<file path="config.mk">
export PLATFORM = sky130hd
export DESIGN_NAME = pot_brightness_qualifier
export DESIGN_NICKNAME = d
export VERILOG_FILES = /design/src/hw/rtl/pbq_pkg.sv /design/src/hw/rtl/pbq_scaler.sv /design/src/hw/rtl/pbq_qualifier.sv /design/src/hw/rtl/pot_brightness_qualifier.sv
export SDC_FILE = /design/constraint.sdc
export NUM_CORES = 1
export LEC_CHECK = 0
export BUFFER_PORTS_ARGS = -buffer_cell sky130_fd_sc_hd__buf_4
export CAP_MARGIN = 25
export CORE_AREA = 2 2 223 115
export CTS_BUF_LIST = sky130_fd_sc_hd__clkbuf_2 sky130_fd_sc_hd__clkbuf_4 sky130_fd_sc_hd__clkbuf_8
export CTS_CLUSTER_DIAMETER = 50
export CTS_CLUSTER_SIZE = 12
export DETAILED_ROUTE_END_ITERATION = 8
export DIE_AREA = 0 0 225 117
export PLACE_DENSITY_LB_ADDON = 0.2
export REMOVE_ABC_BUFFERS = 1
export SLEW_MARGIN = 20
export SYNTH_ARGS = -nofsm -noshare
export SYNTH_HDL_FRONTEND = slang
export SYNTH_SLANG_ARGS = --single-unit
</file>
<file path="constraint.sdc">
create_clock -name clock -period 6.7 [get_ports clock]
set_input_delay 0.335 -clock clock [delete_from_list [all_inputs] [get_ports clock]]
set_output_delay 0.335 -clock clock [all_outputs]
set_load 0.01 [all_outputs]
</file>
<file path="src/hw/rtl/pbq_pkg.sv">
// ---------------------------------------------------------------------------
// pbq_pkg
// Shared types, constants and helpers of the brightness knob qualifier.
// ---------------------------------------------------------------------------
package pbq_pkg;

   localparam int SAMPLE_W = 12;
   localparam int SUM_W    = 16;
   localparam int LEVEL_W  = 8;
   localparam int COUNT_W  = 4;
   localparam int WINDOW_W = 16;
   localparam int CSR_IDX_W  = 3;
   localparam int CSR_DATA_W = 16;

   // ADC full scale and its reciprocal: floor(p / 4095) == (p * SCALE_RECIP) >> 32
   // for every product p below 2**20.
   localparam logic [SAMPLE_W-1:0] FULL_SCALE  = 12'd4095;
   localparam int                  SCALE_SHIFT = 32;
   localparam logic [20:0]         SCALE_RECIP = 21'd1048833;

   // register indexes
   localparam logic [CSR_IDX_W-1:0] IDX_BRIGHTNESS_MAX     = 3'd0;
   localparam logic [CSR_IDX_W-1:0] IDX_DEADBAND           = 3'd1;
   localparam logic [CSR_IDX_W-1:0] IDX_ARM_MARGIN         = 3'd2;
   localparam logic [CSR_IDX_W-1:0] IDX_OFF_THRESHOLD      = 3'd3;
   localparam logic [CSR_IDX_W-1:0] IDX_MIN_ACTIVE         = 3'd4;
   localparam logic [CSR_IDX_W-1:0] IDX_CONFIRM_COUNT      = 3'd5;
   localparam logic [CSR_IDX_W-1:0] IDX_IGNORE_READINGS    = 3'd6;
   localparam logic [CSR_IDX_W-1:0] IDX_INITIAL_BRIGHTNESS = 3'd7;

   // register reset values
   localparam logic [7:0]          BRIGHTNESS_MAX_RST     = 8'd100;
   localparam logic [7:0]          DEADBAND_RST           = 8'd5;
   localparam logic [7:0]          ARM_MARGIN_RST         = 8'd12;
   localparam logic [7:0]          OFF_THRESHOLD_RST      = 8'd2;
   localparam logic [7:0]          MIN_ACTIVE_RST         = 8'd6;
   localparam logic [COUNT_W-1:0]  CONFIRM_COUNT_RST      = 4'd3;
   localparam logic [WINDOW_W-1:0] IGNORE_READINGS_RST    = 16'd300;
   localparam logic [7:0]          INITIAL_BRIGHTNESS_RST = 8'd50;

   typedef struct packed {
      logic [LEVEL_W-1:0]  brightness_max;
      logic [LEVEL_W-1:0]  deadband;
      logic [LEVEL_W-1:0]  arm_margin;
      logic [LEVEL_W-1:0]  off_threshold;
      logic [LEVEL_W-1:0]  min_active;
      logic [COUNT_W-1:0]  confirm_count;
      logic [WINDOW_W-1:0] ignore_readings;
      logic [LEVEL_W-1:0]  initial_brightness;
   } cfg_type;

   // at or below off threshold -> 0, else raised to at least min_active
   function automatic logic [LEVEL_W-1:0] normalize(input logic [LEVEL_W-1:0] b,
                                                    input logic [LEVEL_W-1:0] off_thr,
                                                    input logic [LEVEL_W-1:0] min_act);
      logic [LEVEL_W-1:0] r;
      if (b <= off_thr) begin
         r = '0;
      end else if (b < min_act) begin
         r = min_act;
      end else begin
         r = b;
      end
      return r;
   endfunction

   localparam logic [LEVEL_W-1:0] APPLIED_RST =
      normalize(INITIAL_BRIGHTNESS_RST, OFF_THRESHOLD_RST, MIN_ACTIVE_RST);

endpackage

</file>
<file path="src/hw/rtl/pbq_scaler.sv">
// ---------------------------------------------------------------------------
// pbq_scaler
// Three-stage datapath: group sum -> average -> scaled -> normalized level.
// ---------------------------------------------------------------------------
module pbq_scaler #(
   parameter int SAMPLES_PER_READING = 16
) (
   input  logic                         clock,
   input  logic                         reset,
   input  logic                         sum_valid,
   input  logic [pbq_pkg::SUM_W-1:0]    sum,
   output logic                         sum_free,
   input  pbq_pkg::cfg_type             cfg,
   output logic                         lvl_valid,
   output logic [pbq_pkg::LEVEL_W-1:0]  lvl,
   input  logic                         lvl_free
);

   // floor(x / N) == (x * AVG_RECIP) >> AVG_SHIFT for all 16-bit x, N up to 16
   localparam int          AVG_SHIFT = pbq_pkg::SUM_W + 5;
   localparam int          RECIP_W   = AVG_SHIFT + 1;
   localparam int          AVG_PW    = pbq_pkg::SUM_W + RECIP_W;
   localparam logic [RECIP_W-1:0] AVG_RECIP =
      RECIP_W'((2 ** AVG_SHIFT) / SAMPLES_PER_READING + 1);

   localparam int SCL_W = pbq_pkg::SAMPLE_W + pbq_pkg::LEVEL_W;
   localparam int LVL_PW = SCL_W + 21;

   logic                          a_valid_ff, b_valid_ff, c_valid_ff;
   logic [pbq_pkg::SAMPLE_W-1:0]  avg_ff, avg_in;
   logic [SCL_W-1:0]              scaled_ff, scaled_in;
   logic [pbq_pkg::LEVEL_W-1:0]   level_ff, level_in;
   logic                          a_free, b_free, c_free;
   logic [AVG_PW-1:0]             avg_prod;
   logic [AVG_PW-AVG_SHIFT-1:0]   avg_quot;
   logic [LVL_PW-1:0]             lvl_prod;

   assign c_free   = !c_valid_ff || lvl_free;
   assign b_free   = !b_valid_ff || c_free;
   assign a_free   = !a_valid_ff || b_free;
   assign sum_free = a_free;

   always_comb begin
      avg_prod = {{RECIP_W{1'b0}}, sum} * {{pbq_pkg::SUM_W{1'b0}}, AVG_RECIP};
      avg_quot = avg_prod[AVG_PW-1:AVG_SHIFT];
      if (avg_quot > {{(AVG_PW-AVG_SHIFT-pbq_pkg::SAMPLE_W){1'b0}}, pbq_pkg::FULL_SCALE}) begin
         avg_in = pbq_pkg::FULL_SCALE;
      end else begin
         avg_in = avg_quot[pbq_pkg::SAMPLE_W-1:0];
      end
   end

   assign scaled_in = {{pbq_pkg::LEVEL_W{1'b0}}, avg_ff}
                    * {{pbq_pkg::SAMPLE_W{1'b0}}, cfg.brightness_max};

   assign lvl_prod = {21'd0, scaled_ff} * {{SCL_W{1'b0}}, pbq_pkg::SCALE_RECIP};
   assign level_in = pbq_pkg::normalize(lvl_prod[pbq_pkg::SCALE_SHIFT +: pbq_pkg::LEVEL_W],
                                        cfg.off_threshold, cfg.min_active);

   always_ff @(posedge clock) begin
      if (reset) begin
         a_valid_ff <= 1'b0;
         b_valid_ff <= 1'b0;
         c_valid_ff <= 1'b0;
      end else begin
         if (a_free) a_valid_ff <= sum_valid;
         if (b_free) b_valid_ff <= a_valid_ff;
         if (c_free) c_valid_ff <= b_valid_ff;
      end
   end

   always_ff @(posedge clock) begin
      if (a_free && sum_valid) avg_ff    <= avg_in;
      if (b_free && a_valid_ff) scaled_ff <= scaled_in;
      if (c_free && b_valid_ff) level_ff  <= level_in;
   end

   assign lvl_valid = c_valid_ff;
   assign lvl       = level_ff;

endmodule

</file>
<file path="src/hw/rtl/pbq_qualifier.sv">
// ---------------------------------------------------------------------------
// pbq_qualifier
// Boot reference, ignore window, arming and deadband; drives the result register.
// ---------------------------------------------------------------------------
module pbq_qualifier (
   input  logic                         clock,
   input  logic                         reset,
   input  logic                         lvl_valid,
   input  logic [pbq_pkg::LEVEL_W-1:0]  lvl,
   output logic                         lvl_free,
   input  pbq_pkg::cfg_type             cfg,
   output logic                         rsp_valid,
   input  logic                         rsp_stall,
   output logic [pbq_pkg::LEVEL_W-1:0]  rsp_level,
   output logic [pbq_pkg::LEVEL_W-1:0]  rsp_held_level,
   output logic                         rsp_light_on,
   output logic                         rsp_update,
   output logic                         rsp_armed
);

   localparam int LW = pbq_pkg::LEVEL_W;
   localparam int CW = pbq_pkg::COUNT_W;
   localparam int WW = pbq_pkg::WINDOW_W;

   logic          ref_taken_ff, ref_taken_in;
   logic [LW-1:0] ref_level_ff, ref_level_in;
   logic [WW-1:0] ignore_left_ff, ignore_left_in;
   logic          armed_ff, armed_in;
   logic [LW-1:0] cand_level_ff, cand_level_in;
   logic [CW-1:0] cand_count_ff, cand_count_in;
   logic [LW-1:0] applied_ff, applied_in;
   logic          rsp_valid_ff;
   logic [LW-1:0] rsp_level_ff, rsp_held_ff;
   logic          rsp_update_ff, rsp_armed_ff;
   logic          take, upd, arm;
   logic [LW-1:0] dist_ref, dist_app;

   function automatic logic [LW-1:0] distance(input logic [LW-1:0] a, input logic [LW-1:0] b);
      return (a > b) ? a - b : b - a;
   endfunction

   assign lvl_free = !rsp_valid_ff || !rsp_stall;
   assign take     = lvl_valid && lvl_free;
   assign dist_ref = distance(lvl, ref_level_ff);
   assign dist_app = distance(lvl, applied_ff);

   always_comb begin
      ref_taken_in   = ref_taken_ff;
      ref_level_in   = ref_level_ff;
      ignore_left_in = ignore_left_ff;
      armed_in       = armed_ff;
      cand_level_in  = cand_level_ff;
      cand_count_in  = cand_count_ff;
      applied_in     = applied_ff;
      upd            = 1'b0;
      arm            = 1'b0;
      if (!ref_taken_ff) begin
         // boot reading
         ref_taken_in   = 1'b1;
         ref_level_in   = lvl;
         ignore_left_in = cfg.ignore_readings;
         cand_level_in  = '0;
         cand_count_in  = '0;
         applied_in     = pbq_pkg::normalize(cfg.initial_brightness,
                                             cfg.off_threshold, cfg.min_active);
      end else if (armed_ff) begin
         upd = (dist_app >= cfg.deadband);
      end else if (ignore_left_ff != '0) begin
         ignore_left_in = ignore_left_ff - 1'b1;
      end else if (dist_ref < cfg.arm_margin) begin
         cand_count_in = '0;
      end else begin
         if (lvl == cand_level_ff) begin
            if (cand_count_ff < cfg.confirm_count) cand_count_in = cand_count_ff + 1'b1;
         end else begin
            cand_level_in = lvl;
            cand_count_in = CW'(1);
         end
         arm = (cand_count_in >= cfg.confirm_count);
         // on arming applied takes the level, so the deadband test sees distance 0
         upd = arm && (cfg.deadband == '0);
      end
      if (arm) armed_in = 1'b1;
      if (arm || upd) applied_in = lvl;
   end

   always_ff @(posedge clock) begin
      if (reset) begin
         ref_taken_ff   <= 1'b0;
         ref_level_ff   <= '0;
         ignore_left_ff <= '0;
         armed_ff       <= 1'b0;
         cand_level_ff  <= '0;
         cand_count_ff  <= '0;
         applied_ff     <= pbq_pkg::APPLIED_RST;
         rsp_valid_ff   <= 1'b0;
      end else begin
         if (lvl_free) rsp_valid_ff <= lvl_valid;
         if (take) begin
            ref_taken_ff   <= ref_taken_in;
            ref_level_ff   <= ref_level_in;
            ignore_left_ff <= ignore_left_in;
            armed_ff       <= armed_in;
            cand_level_ff  <= cand_level_in;
            cand_count_ff  <= cand_count_in;
            applied_ff     <= applied_in;
         end
      end
   end

   always_ff @(posedge clock) begin
      if (take) begin
         rsp_level_ff  <= lvl;
         rsp_held_ff   <= applied_in;
         rsp_update_ff <= upd;
         rsp_armed_ff  <= armed_in;
      end
   end

   assign rsp_valid      = rsp_valid_ff;
   assign rsp_level      = rsp_level_ff;
   assign rsp_held_level = rsp_held_ff;
   assign rsp_light_on   = (rsp_held_ff != '0);
   assign rsp_update     = rsp_update_ff;
   assign rsp_armed      = rsp_armed_ff;

   a_armed_sticky: assert property (@(posedge clock) disable iff (reset)
      armed_ff |=> armed_ff)
      else $error("armed flag dropped");

   a_armed_after_window: assert property (@(posedge clock) disable iff (reset)
      armed_ff |-> (ref_taken_ff && ignore_left_ff == '0))
      else $error("armed before reference or inside ignore window");

   a_result_has_reference: assert property (@(posedge clock) disable iff (reset)
      rsp_valid_ff |-> ref_taken_ff)
      else $error("result delivered without a boot reference");

endmodule

</file>
<file path="src/hw/rtl/pot_brightness_qualifier.sv">
// ---------------------------------------------------------------------------
// pot_brightness_qualifier
// Averages ADC samples of a brightness knob into readings and qualifies them.
// ---------------------------------------------------------------------------
// Throughput: one sample per cycle while the result path does not stall;
//   one result per group of SAMPLES_PER_READING samples.
// Result path: a result passes the sum register, three multiplier stages
//   and the decision after the edge that accepts the last sample of its group.
// Reset: synchronous; clears the accumulator, pipeline and qualifier state
//   and loads every register with its default. No clearing pass.
module pot_brightness_qualifier #(
   parameter int SAMPLES_PER_READING = 16   // 1 .. 16
) (
   input  logic                            clock,
   input  logic                            reset,
   // sample input
   input  logic                            req_valid,
   output logic                            req_stall,
   input  logic [pbq_pkg::SAMPLE_W-1:0]    req_raw_sample,
   // result output
   output logic                            rsp_valid,
   input  logic                            rsp_stall,
   output logic [pbq_pkg::LEVEL_W-1:0]     rsp_level,
   output logic [pbq_pkg::LEVEL_W-1:0]     rsp_held_level,
   output logic                            rsp_light_on,
   output logic                            rsp_update,
   output logic                            rsp_armed,
   // configuration writes
   input  logic                            csr_we,
   input  logic [pbq_pkg::CSR_IDX_W-1:0]   csr_index,
   input  logic [pbq_pkg::CSR_DATA_W-1:0]  csr_wdata
);

   localparam int IDX_W = pbq_pkg::COUNT_W;
   // index of the last sample of a group; the 4-bit index wraps at 16
   localparam logic [IDX_W-1:0] LAST_INDEX = IDX_W'(SAMPLES_PER_READING - 1);

   pbq_pkg::cfg_type             cfg_ff;

   logic [pbq_pkg::SUM_W-1:0]    sum_ff, sum_in;
   logic [IDX_W-1:0]             index_ff;
   logic                         group_done;
   logic                         accept;

   // completed group sum, waiting for the scaler
   logic                         grp_valid_ff;
   logic [pbq_pkg::SUM_W-1:0]    grp_sum_ff;
   logic                         grp_free;
   logic                         scl_free;

   logic                         lvl_valid;
   logic [pbq_pkg::LEVEL_W-1:0]  lvl;
   logic                         lvl_free;

   // -------------------------------------------------------------------
   // Configuration registers. The user must write them only while idle, so
   // the pipeline sees stable values across one item; not enforced here.
   // -------------------------------------------------------------------
   always_ff @(posedge clock) begin
      if (reset) begin
         cfg_ff.brightness_max     <= pbq_pkg::BRIGHTNESS_MAX_RST;
         cfg_ff.deadband           <= pbq_pkg::DEADBAND_RST;
         cfg_ff.arm_margin         <= pbq_pkg::ARM_MARGIN_RST;
         cfg_ff.off_threshold      <= pbq_pkg::OFF_THRESHOLD_RST;
         cfg_ff.min_active         <= pbq_pkg::MIN_ACTIVE_RST;
         cfg_ff.confirm_count      <= pbq_pkg::CONFIRM_COUNT_RST;
         cfg_ff.ignore_readings    <= pbq_pkg::IGNORE_READINGS_RST;
         cfg_ff.initial_brightness <= pbq_pkg::INITIAL_BRIGHTNESS_RST;
      end else if (csr_we) begin
         unique case (csr_index)
            pbq_pkg::IDX_BRIGHTNESS_MAX:     cfg_ff.brightness_max     <= csr_wdata[7:0];
            pbq_pkg::IDX_DEADBAND:           cfg_ff.deadband           <= csr_wdata[7:0];
            pbq_pkg::IDX_ARM_MARGIN:         cfg_ff.arm_margin         <= csr_wdata[7:0];
            pbq_pkg::IDX_OFF_THRESHOLD:      cfg_ff.off_threshold      <= csr_wdata[7:0];
            pbq_pkg::IDX_MIN_ACTIVE:         cfg_ff.min_active         <= csr_wdata[7:0];
            pbq_pkg::IDX_CONFIRM_COUNT:      cfg_ff.confirm_count      <= csr_wdata[3:0];
            pbq_pkg::IDX_IGNORE_READINGS:    cfg_ff.ignore_readings    <= csr_wdata[15:0];
            pbq_pkg::IDX_INITIAL_BRIGHTNESS: cfg_ff.initial_brightness <= csr_wdata[7:0];
         endcase
      end
   end

   // -------------------------------------------------------------------
   // Input side: a sample is taken whenever the group register can move on,
   // so the knob stream only stalls behind a stalled result path.
   // -------------------------------------------------------------------
   assign grp_free   = !grp_valid_ff || scl_free;
   assign req_stall  = !grp_free;
   assign accept     = req_valid && grp_free;
   assign group_done = (index_ff == LAST_INDEX);
   // running sum wraps at 16 bits, never reached for a full group
   assign sum_in     = sum_ff + {{(pbq_pkg::SUM_W-pbq_pkg::SAMPLE_W){1'b0}}, req_raw_sample};

   always_ff @(posedge clock) begin
      if (reset) begin
         sum_ff       <= '0;
         index_ff     <= '0;
         grp_valid_ff <= 1'b0;
      end else begin
         if (accept) begin
            if (group_done) begin
               sum_ff   <= '0;
               index_ff <= '0;
            end else begin
               sum_ff   <= sum_in;
               index_ff <= index_ff + 1'b1;
            end
         end
         if (grp_free) grp_valid_ff <= accept && group_done;
      end
   end

   always_ff @(posedge clock) begin
      if (accept && group_done) grp_sum_ff <= sum_in;
   end

   // -------------------------------------------------------------------
   // Average, scale to brightness and normalise: three registered stages,
   // one multiplier in each.
   // -------------------------------------------------------------------
   pbq_scaler #(
      .SAMPLES_PER_READING (SAMPLES_PER_READING)
   ) u_scaler (
      .clock     (clock),
      .reset     (reset),
      .sum_valid (grp_valid_ff),
      .sum       (grp_sum_ff),
      .sum_free  (scl_free),
      .cfg       (cfg_ff),
      .lvl_valid (lvl_valid),
      .lvl       (lvl),
      .lvl_free  (lvl_free)
   );

   // -------------------------------------------------------------------
   // Boot reference, ignore window, arming and deadband; the result
   // register lives here and holds while the consumer stalls.
   // -------------------------------------------------------------------
   pbq_qualifier u_qualifier (
      .clock          (clock),
      .reset          (reset),
      .lvl_valid      (lvl_valid),
      .lvl            (lvl),
      .lvl_free       (lvl_free),
      .cfg            (cfg_ff),
      .rsp_valid      (rsp_valid),
      .rsp_stall      (rsp_stall),
      .rsp_level      (rsp_level),
      .rsp_held_level (rsp_held_level),
      .rsp_light_on   (rsp_light_on),
      .rsp_update     (rsp_update),
      .rsp_armed      (rsp_armed)
   );

endmodule

</file>
==> flow_metrics.tcl <==
set metrics [dict create \
    dieArea_um2 26330 \
    crit_slowest_cell "edfxtp_1" \
    antenna_found_initial 0 \
    via_count 12600 \
    first_pass_iters 6 \
    root_buffer "clkbuf_8" \
    ff2ff_setup_slack_ps 1200 \
    grt_pass1_vias 11740 \
    synth-edff-count 70 \
    p_per_area_nw_per_um2 152.9 \
    final_nets 2066 \
    clock_skew_ps 22.35 \
    insertion_delay_ps 570 \
    p_comb_frac 0.137 \
    netSwitchingPower_uw 708.2 \
    tns_ps 0 \
    die-width_um 225 \
    cts_setup_buffers 0 \
    critPathTopFamily "adder cells" \
    rr_startpoint "u_scaler.scaled_ff[19]$_DFFE_PP_" \
    fmax_mhz 182.0 \
    cts_num_sinks 209 \
    postSynth.asyncResetShare 0 \
    clk_path_buf_depth 3 \
    regArea_um2 4885 \
    switching_share 0.2749 \
    synthCells 1724 \
    max_cap_viol_count 0 \
    cp.buffers_inverters 0 \
    fin_crit_sh 0.8202 \
    cts_buffers 23 \
    dp_cells 2035 \
    setup_viol 0 \
    cp-endpoint "u_scaler.lvl[6]$_SDFFCE_PP0P_" \
    cp-end-kind "flip-flop" \
    wirelength_um 39990 \
    ys_seq_elements 209 \
    final_util 0.6856 \
    startpoint_type "flip-flop" \
    rows 41 \
    syn_avg_cell_area_um2 9.110 \
    dpl.hpwl_um 30300 \
    area_growth_syn_to_layout_pct 7.274 \
    grt_usage 0.3093 \
    drive_gt1_frac 0.07714 \
    ys_seq_area_frac 0.3110 \
    routedWlPerCell_um 19.18 \
    required_ps 6980 \
    cts.htree.levels 1 \
    path_class "flip-flop to flip-flop" \
    drcViolationCount 0 \
    arrival_ps 5780 \
    vias_per_cell 6.042 \
    gp_congestion 0.9506 \
    cp.depth 18 \
    portBuffers 56 \
    crit_chain "ha_1 > ha_1 > ha_1 > ha_1 > ha_1 > nand4_1 > a21oi_1 > a31oi_4 > o211ai_4 > or3b_1 > xnor2_1 > ha_1 > a21o_1 > a21oi_1 > a21boi_0 > a41oi_4 > mux2i_1 > nor2_1" \
    p_int_uw 1868 \
    path_max_fanout 9 \
    clkSlewWorstSetupHoldPaths_ps 90 \
    synth.distinct_cells 78 \
    grt.overflow.total 0 \
    ant_nets 0 \
    ys.flop_type "dfxtp_1" \
    nFillCells 1945 \
    synth.cell_area_um2 15710 \
    startpoint "u_scaler.scaled_ff[19]$_DFFE_PP_" \
    ios 57 \
    hold_violations 0 \
    dieHeight_um 117 \
    peakVddDrop_mv 0.1440 \
    leakage_uw 0.007426 \
    slowest_delay_ps 480 \
    start_util 0.6391 \
    core_area_um2 24570 \
    pwr-share-seq 0.525 \
    grt_pass1_wl_um 63810 \
    synth_warnings 0 \
    path_common_cell "ha_1" \
    clockPowerShare 0.338 \
    final.min_clock_period_ps 5495 \
    multi_input_area_um2 9912 \
    cts_tree "built" \
    antennaDiodeCount 0 \
    slew-limit-headroom 0.2725 \
    outcome "completed" \
    slew_viol_final 0 \
    r2r_cells 18 \
    hp-class "input port to flip-flop" \
    grt_max_degree 72 \
    instances_no_fill 2085 \
    rsz0062_at_grt "no" \
    worstMarginPinSlew_ps 1087 \
    reg2reg_to "u_scaler.lvl[6]$_SDFFCE_PP0P_" \
    drt_iter0_drc 1227 \
]
## routing by layer
layer / global-route usage / part of all wire
met1: 0.4938 / 0.50
met2: 0.4257 / 0.38
met3: 0.07189 / 0.11
met4: 0.04680 / 0.015
met5: 0 / 0
## layout make-up
type,count,share of cell area
inverters,159,0.03543
multi-input cells,1280,0.5883
clock inverters,6,0.002896
flip-flops and latches,209,0.2899
clock buffers,33,0.02325
well taps,322,0.02391
repair buffers,76,0.03624
## power by group through the flow
stage / registers, µW / logic (µW) / clock network, µW
finish: 1350 / 354 / 870
global route: 1360 / 395 / 930
CTS: 1350 / 349 / 882
detailed placement: 1380 / 342 / 0
global placement: 1380 / 329 / 0
floorplan: 1370 / 238 / 0
## synth_stat cells (all sizes together), types with 3 or more instances
master / n / area, µm²
nand4: 20 / 131.4
edfxtp: 70 / 2102
o41ai: 8 / 85.08
a211o: 4 / 35.03
ha: 214 / 2678
a22oi: 18 / 135.1
o211ai: 12 / 103.9
nand2: 236 / 885.9
mux2i: 36 / 360.4
a21oi: 129 / 645.6
o31ai: 4 / 30.03
o22ai: 9 / 62.56
xnor2: 38 / 332.8
a21o: 22 / 165.2
mux2: 12 / 135.1
nand2b: 12 / 75.07
buf: 22 / 118.9
inv: 158 / 593.1
o21ai: 41 / 209.0
a211oi: 23 / 172.7
a2bb2oi: 3 / 26.28
a221o: 5 / 50.05
clkbuf: 54 / 202.7
or3: 8 / 50.05
fa: 67 / 1341
a31oi: 10 / 77.57
nor2b: 11 / 68.82
o21a: 13 / 97.59
or2: 3 / 18.77
nor3: 28 / 156.4
nor2: 94 / 352.8
a21boi: 6 / 45.05
and3: 15 / 93.84
dfxtp: 139 / 2783
o21bai: 10 / 86.33
and2: 54 / 337.8
nand3: 49 / 245.2
xor2: 19 / 166.4
nor4: 15 / 93.84
## through the flow
step	total power (µW)	hold slack (ps)	setup slack (ps)	area [µm²]
floorplan	1613	400.3	1704	15380
global placement	1709	401.7	1542	16270
detailed placement	1723	404.5	1337	16280
CTS	2583	51.01	1271	16810
global route	2680	61.71	968.4	16850
finish	2577	83.03	1205	16850
## cell families after synthesis
group / after synthesis / share of synthesized area
simple gates: 556 / 0.1666
compound gates: 338 / 0.1447
fa+ha+maj: 281 / 0.2559
buf+inv: 235 / 0.05848
flops: 209 / 0.3110
xor+xnor: 57 / 0.03179
mux: 48 / 0.03155
## cell usage in the layout, fill, tap and decap left out, types with 22 or more instances in the layout
cell type	count
clkbuf_8	23
a21oi_1	129
nor3_1	26
nand3_1	49
inv_1	158
buf_4	65
mux2i_1	36
a211oi_1	23
fa_1	67
ha_1	214
xnor2_1	38
o21ai_0	30
a21o_1	22
nor2_1	94
nand2_1	236
dfxtp_1	139
and2_1	54
edfxtp_1	70
## sequential cells by signal, summed over array words and instances, names as in the netlist, 4 cells and up
name                        cells
u_qualifier.ignore_left_ff     16
cfg_ff                         68
u_scaler.lvl                    8
grp_sum_ff                     12
u_qualifier.cand_level_ff       8
sum_ff                         16
u_qualifier.rsp_level           8
u_scaler.avg_ff                12
u_qualifier.cand_count_ff       4
u_qualifier.applied_ff          8
u_qualifier.rsp_held_level      8
u_qualifier.ref_level_ff        8
index_ff                        4
u_scaler.scaled_ff             20
## worst min-delay path: cells and delay by family
family	cells	cell delay [ps]
compound gates	1	50
simple gates	1	70
buf+inv	1	160
## what timing repair did
item / CTS / global route
hold buffers: 9 / 0
resized for setup: 0 / 0
endpoints found under the hold margin: 9 / 0
## worst min-delay path by stage
stage | start | to | slack, ps | depth (start not counted)
after floorplan | grp_sum_ff[4]$_DFFE_PP_ | u_scaler.avg_ff[0]$_SDFFCE_PN1P_ | 400 | 0
after global placement | grp_sum_ff[10]$_DFFE_PP_ | u_scaler.avg_ff[6]$_SDFFCE_PN1P_ | 400 | 0
after detailed placement | grp_sum_ff[7]$_DFFE_PP_ | u_scaler.avg_ff[3]$_SDFFCE_PN1P_ | 400 | 0
after CTS | csr_wdata[3] | cfg_ff[31]$_SDFFE_PP0P_ | 50 | 3
after global routing | csr_wdata[3] | cfg_ff[3]$_SDFFE_PP0P_ | 60 | 3
final | csr_wdata[3] | cfg_ff[3]$_SDFFE_PP0P_ | 80 | 3
Power figures use the tool's default switching activity.
